--- src/rtl/core/linear_recurrence_nth_term_mod_top_assert.svh ---
// Assertion helpers for the RTL of the recurrence block, used by its top module.
// Both forms sample on clk and stand down while rst is high.
`ifndef LINEAR_RECURRENCE_NTH_TERM_MOD_TOP_ASSERT_SVH
`define LINEAR_RECURRENCE_NTH_TERM_MOD_TOP_ASSERT_SVH

// Same-cycle implication.
`define LRN_ASSERT_HOLD(lbl, ante, cons, msg) \
  lbl: assert property (@(posedge clk) disable iff (rst) (ante) |-> (cons)) else $error(msg);

// Next-cycle implication.
`define LRN_ASSERT_NEXT(lbl, ante, cons, msg) \
  lbl: assert property (@(posedge clk) disable iff (rst) (ante) |=> (cons)) else $error(msg);

`endif

--- src/rtl/core/lrn_pkg.sv ---
`default_nettype none

package lrn_pkg;

  localparam int MAX_ORDER = 16;
  localparam int CMD_W     = 2;
  localparam int SLOT_W    = 4;
  localparam int VAL_W     = 30;
  localparam int N_W       = 63;
  localparam int ORDER_W   = 5;

  localparam logic [VAL_W-1:0] PRIME = 30'd1000000007;

  // Barrett constant floor(2^60 / PRIME), fits in 31 bits.
  localparam logic [63:0] MU_WIDE = 64'h1000_0000_0000_0000 / 64'(PRIME);
  localparam logic [30:0] MU      = MU_WIDE[30:0];

  localparam logic [CMD_W-1:0] CMD_LOAD_COEF = 2'd0;
  localparam logic [CMD_W-1:0] CMD_LOAD_INIT = 2'd1;
  localparam logic [CMD_W-1:0] CMD_QUERY     = 2'd2;

  typedef struct packed {
    logic             start;
    logic [VAL_W-1:0] x;
    logic [VAL_W-1:0] y;
    logic [VAL_W-1:0] addend;
  } mul_req_t;

  typedef struct packed {
    logic             valid;
    logic [VAL_W-1:0] value;
  } mul_rsp_t;

endpackage

`default_nettype wire

--- src/rtl/core/lrn_mulmod.sv ---
`default_nettype none

// x*y + addend mod PRIME, four-stage Barrett pipeline.
module lrn_mulmod (
  input  logic              clk,
  input  logic              rst,
  input  lrn_pkg::mul_req_t req,
  output lrn_pkg::mul_rsp_t rsp
);
  import lrn_pkg::*;

  logic        v1, v2, v3;
  logic [59:0] prod1, prod2, prod3;
  logic [61:0] t2;
  logic [60:0] qp3;
  logic [32:0] r0, r1, r2, r3;

  always_ff @(posedge clk) begin
    if (rst) begin
      v1        <= 1'b0;
      v2        <= 1'b0;
      v3        <= 1'b0;
      rsp.valid <= 1'b0;
    end else begin
      v1        <= req.start;
      v2        <= v1;
      v3        <= v2;
      rsp.valid <= v3;
    end
    prod1     <= ({30'b0, req.x} * {30'b0, req.y}) + {30'b0, req.addend};
    t2        <= {31'b0, prod1[59:29]} * {31'b0, MU};
    prod2     <= prod1;
    qp3       <= {30'b0, t2[61:31]} * {31'b0, PRIME};
    prod3     <= prod2;
    rsp.value <= r3[VAL_W-1:0];
  end

  // Estimate is at most three short of the true quotient.
  always_comb begin
    r0 = prod3[32:0] - qp3[32:0];
    r1 = (r0 >= {3'b0, PRIME}) ? r0 - {3'b0, PRIME} : r0;
    r2 = (r1 >= {3'b0, PRIME}) ? r1 - {3'b0, PRIME} : r1;
    r3 = (r2 >= {3'b0, PRIME}) ? r2 - {3'b0, PRIME} : r2;
  end

endmodule

`default_nettype wire

--- config.mk ---
export PLATFORM = sky130hd
export DESIGN_NAME = lrn_mulmod
export DESIGN_NICKNAME = d
export VERILOG_FILES = /design/src/rtl/core/linear_recurrence_nth_term_mod_top_assert.svh /design/src/rtl/core/lrn_pkg.sv /design/src/rtl/core/lrn_mulmod.sv
export SDC_FILE = /design/constraint.sdc
export NUM_CORES = 2
export LEC_CHECK = 0
export BUFFER_PORTS_ARGS = -buffer_cell sky130_fd_sc_hd__buf_2
export CORE_ASPECT_RATIO = 0.8
export CORE_MARGIN = 3
export CORE_UTILIZATION = 55
export DETAILED_ROUTE_END_ITERATION = 12
export MAX_ROUTING_LAYER = met4
export PLACE_DENSITY = 0.71
export SETUP_SLACK_MARGIN = 0.15
export SYNTH_ARGS = -nofsm -noshare
export SYNTH_HDL_FRONTEND = slang
export SYNTH_SLANG_ARGS = --single-unit
--- constraint.sdc ---
create_clock -name clk -period 13.3 [get_ports clk]
set_clock_uncertainty 0.1 [all_clocks]
set_input_delay 1.995 -clock clk [delete_from_list [all_inputs] [get_ports clk]]
set_output_delay 1.995 -clock clk [all_outputs]
set_load 0.005 [all_outputs]
**Word level (Yosys, flattened, before mapping)**

Cells that the tools add are included.

- Add/sub/neg operators: 5
- Multipliers: 3
- $lt $le $gt $ge: 3
- Muxes and demuxes: 3

Operators by type and width:

| cell | number |
|---|---|
| greater-or-equal comparator 33 x 30 -> 1 bit (second input constant) | 3 |
| 2-to-1 mux 33 bit | 2 |
| subtractor 33 x 30 -> 33 bit (second input constant) | 2 |
| adder 60 x 30 -> 60 bit | 1 |
| multiplier 30 x 30 -> 60 bit | 1 |
| multiplier 31 x 28 -> 59 bit (second input constant) | 1 |
| multiplier 31 x 30 -> 33 bit (second input constant) | 1 |
| subtractor 33 bit | 1 |
| 2-to-1 mux 30 bit | 1 |
| subtractor 30 bit (second input constant) | 1 |

- Register bits after elaboration: 252
- Input bits: 93
- Output and inout bits: 31
- Logic and storage cells: 24

**Depth between registers and ports, before layout**

- Word-level depth: 7
- Mapped depth: 41
- Depth with buffers taken out: 35

**Worst setup path before layout**

OpenSTA, ideal clock, no wires.

- Kind: in2reg
- Start: input port req[73] (netlist name)
- End: register prod1[58]
- Setup time: 0.072 ns
- Arrival: 9.580 ns
- Required time: 13.128 ns
- Setup slack: 3.548 ns
- Cell stages on the path: 32
- Buffers on the path: 1
- Cell sequence: clkbuf_1 > nand2_1 > fa_1 > inv_1 > fa_1 > fa_1 > fa_1 > fa_1 > inv_1 > fa_1 > fa_1 > fa_1 > inv_1 > ha_1 > a21o_1 > a21oi_1 > inv_1 > a2111oi_0 > o21a_1 > o31ai_1 > nand3_1 > a31oi_1 > a41oi_1 > a21oi_1 > a41oi_1 > o21ai_0 > o21a_1 > o21a_1 > o21ai_0 > nand2b_1 > a21oi_1 > xnor2_1

- Cells in the longest elaborated chain, start to end: 2

RTL lines:

| what | line | RTL |
|---|---|---|
| start, declared | lrn_mulmod.sv:7 | `input lrn_pkg::mul_req_t req,` |
| multiplier 30 x 30 -> 60 bit | lrn_mulmod.sv:30 | `prod1 <= ({30'b0, req.x} * {30'b0, req.y}) + {30'b0, req.addend};` |
| adder 60 x 30 -> 60 bit | lrn_mulmod.sv:30 |  |
| end signal, assigned | lrn_mulmod.sv:30 |  |
| end, declared | lrn_mulmod.sv:13 | `logic [59:0] prod1, prod2, prod3;` |

Every way passes these cells.
A chain may end at the register's enable or synchronous reset.

**Worst setup path after layout**

- Start: register prod1[45]
- End: register t2[61]

- Cells in the longest elaborated chain, start to end: 1

RTL lines:

| what | line | RTL |
|---|---|---|
| multiplier 31 x 28 -> 59 bit | lrn_mulmod.sv:31 | `t2 <= {31'b0, prod1[59:29]} * {31'b0, MU};` |
| end signal, assigned | lrn_mulmod.sv:31 |  |
| end, declared | lrn_mulmod.sv:14 | `logic [61:0] t2;` |

Every way passes these cells.

==> impl_results.rst <==
.. list-table::
   :header-rows: 1

   * - Metric
     - Value
   * - Clock network latency to the later pin of the worst-skew pair
     - 580 ps
   * - CTS clock-pin slew for the worst setup and hold paths
     - 70 ps
   * - Number of antenna violations at the first check in global routing
     - 12
   * - Site row count
     - 108
   * - Residual overflow from global routing
     - 0
   * - Start point of the critical path
     - prod1[45]
   * - Met1 usage
     - 0.4335
   * - Warning count from the yosys run
     - 0
   * - Post-synth top flop
     - sky130_fd_sc_hd__dfxtp_1
   * - Post-Synthesis Net Count
     - 8719
   * - Post-Route WL
     - 164.0 mm
   * - Routing usage on met2
     - 0.4482
   * - Chip width
     - 376.8 um
   * - Critical path's top delay family
     - compound AO/OA/AOI/OAI gates
   * - Critical path launch point type
     - register
   * - Gpl congestion
     - 0.9857
   * - DRC violation count after routing
     - 0
   * - Post-synth cell types
     - 116
   * - Post-synthesis instance total
     - 6551
   * - Most Crowded Layer GR
     - met2
   * - Vias in the first global route
     - 46630
   * - Area of the core region
     - 0.1088 sq mm
   * - Drt initial violations
     - 3583
   * - Total number of cells along the worst setup path
     - 32
   * - Hold buffer count at cts
     - 0
   * - Achievable frequency
     - 90.99 MHz
   * - Worst reg2reg endpoint
     - t2[61]
   * - Combined area of the multi-input logic cells
     - 0.04899 sq mm
   * - Reg2reg setup slack
     - 2310 ps
   * - Crit-path max FO
     - 11
   * - Per-instance average area after synthesis
     - 9.234 sq um
   * - Top Ports
     - 124
   * - Worst reg-to-reg path cell count
     - 32
   * - End point of the critical path
     - t2[61]
   * - Most used cells in the layout excluding fill and tap cells
     - sky130_fd_sc_hd__inv_1, sky130_fd_sc_hd__fa_1, sky130_fd_sc_hd__nand2_1
   * - Number of enable flip-flop cells after synthesis
     - 0
   * - Class of the worst hold path
     - reg2reg
   * - Hold violation count in the final report
     - 0
   * - Number of optimization iterations in the first detailed-route pass
     - 6
   * - Shortest period the worst path allows
     - 10990 ps
   * - Number of buffers and inverters on the critical path
     - 2
   * - Arrival time at the worst endpoint
     - 11380 ps
   * - Most common library cell in the layout ignoring fill and taps
     - sky130_fd_sc_hd__inv_1
   * - Wire length of the first global-routing pass
     - 261.7 mm
   * - Sink Count
     - 224
   * - Estimated wirelength of the detail-placed design
     - 133.5 mm
   * - Number of vias per cell
     - 5.566
   * - Fillers
     - 9552
   * - Clock tree from TritonCTS
     - done
   * - Met3 track utilization from global routing
     - 0.06809
   * - Accumulated negative setup slack
     - 0 ps
   * - Final critical-path share of the clock period
     - 0.8263
   * - Post-CTS setup buffer count
     - 0
   * - Clk root buf
     - sky130_fd_sc_hd__clkbuf_16
   * - RSZ-0062 raised after global routing
     - false
   * - Worst hold slack
     - 216.6 ps
   * - Largest stage delay, worst path
     - 1010 ps
   * - Number of clock buffers inserted by TritonCTS
     - 27
   * - Total of buffers placed on input and output ports
     - 123
   * - Maximum number of pins on one net before global-route repair
     - 31
   * - Final slew viol count
     - 0
   * - Number of synthesized register bits
     - 224
   * - Total Die Area
     - 0.1140 sq mm
   * - Transition time at the pin with the least slew margin
     - 1147 ps
   * - Setup Crit Path Kind
     - reg2reg
   * - Syn-to-layout area delta
     - 4.362%
   * - Total of endpoints with negative setup slack in the final report
     - 0
   * - Highest-delay cell along the critical path
     - sky130_fd_sc_hd__a2111oi_0
   * - Routed len/inst
     - 20.61 um
   * - Outcome
     - completed
   * - Endpoint class of the critical path
     - register
   * - Total track usage
     - 0.3047
   * - Sequential element share of the synthesized area
     - 0.07413
   * - Number of maximum-capacitance constraint violations
     - 0
   * - Cell type with the highest occurrence count on the critical path
     - sky130_fd_sc_hd__fa_1
   * - Htree depth
     - 1
   * - Area taken by flip-flops and latches
     - 0.004484 sq mm
   * - Die Span Y
     - 302.6 um
   * - Antenna Violating Nets Remaining
     - 0
   * - Worst max-slew margin expressed relative to the limit
     - 0.2152
   * - Number of stages on the worst hold path
     - 0
   * - Max Root-Sink Buffers
     - 3
   * - Number of cells upsized or downsized after cts
     - 0
   * - Via count
     - 44280
   * - Initial cell density of the core
     - 0.5561
   * - Mapped cell area
     - 0.06049 sq mm
   * - Reg-to-reg startpoint
     - prod1[45]
   * - Layout Nets
     - 8664
   * - Fraction of registers with async set/reset
     - 0
   * - Fraction of layout cells with a size suffix above 1
     - 0.03960
   * - Critical Path RT
     - 13690 ps
==> flip-flops by register name, summed over array words and instances (netlist names) <==
register	flops
rsp	31
v2	1
v3	1
prod1	60
v1	1
prod2	33
prod3	33
t2	31
qp3	33
==> routing by layer <==
metal	up-vias	part of all wire
met1	22120	0.44
met2	2047	0.43
li1	19820	-
met3	292	0.10
met4	0	0.025
met5	-	0
==> final cells by class <==
type                       count  area share
timing repair buffer         151     0.01308
antenna                       10   0.0003964
clock buffer                  30     0.01104
clock inverter                18    0.003944
sequential                   224     0.07103
inverter                    1618     0.09620
tap                         1430     0.02834
multi-input combinational   4474      0.7760
==> worst min-delay path by stage <==
| stage | slack [ps] | end | from |
|---|---|---|---|
| 2_1_floorplan | 210 | prod2[0] | prod1[0] |
| 3_3_place_gp | 210 | prod2[28] | prod1[28] |
| 6_report | 220 | prod3[5] | prod2[5] |
| 5_1_grt | 230 | prod2[0] | prod1[0] |
| 3_5_place_dp | 210 | prod2[0] | prod1[0] |
| 4_1_cts | 220 | prod3[5] | prod2[5] |
==> logic make-up after synthesis <==
family	synth area share
and+or+nand+nor	0.1168
DFF	0.07413
muxes	0.001551
AOI/OAI and AO/OA	0.06854
adders and majority gates	0.5862
buffers and inverters	0.1162
xor gates and xnor gates	0.03669
==> synthesized netlist by cell type, types with 52 or more instances <==
cell | n | share of area
sky130_fd_sc_hd__a21oi_1 | 169 | 0.014
sky130_fd_sc_hd__fa_1 | 1265 | 0.42
sky130_fd_sc_hd__nor3_1 | 65 | 0.0054
sky130_fd_sc_hd__ha_1 | 810 | 0.17
sky130_fd_sc_hd__xnor2_1 | 197 | 0.029
sky130_fd_sc_hd__clkbuf_1 | 209 | 0.013
sky130_fd_sc_hd__dfxtp_1 | 224 | 0.074
sky130_fd_sc_hd__inv_1 | 1618 | 0.10
sky130_fd_sc_hd__a21o_1 | 53 | 0.0066
sky130_fd_sc_hd__nor2_1 | 177 | 0.011
sky130_fd_sc_hd__o21ai_0 | 88 | 0.0073
sky130_fd_sc_hd__and2_1 | 218 | 0.023
sky130_fd_sc_hd__nand2_1 | 846 | 0.052
sky130_fd_sc_hd__nand3_1 | 52 | 0.0043
==> through the flow <==
stage	cell area (sq um)	utilization	worst slack, ps	cells
finish	63130	0.5804	2310	7955
detailed placement	62160	0.5714	2052	7897
CTS	63110	0.5801	2323	7945
floorplan	60490	-	3548	6551
global route	63130	0.5804	1533	7955
global placement	62160	0.5714	2221	7897
Power is not shown: default switching activity piles up to over one toggle a cycle in this logic, so the estimate is an artifact.
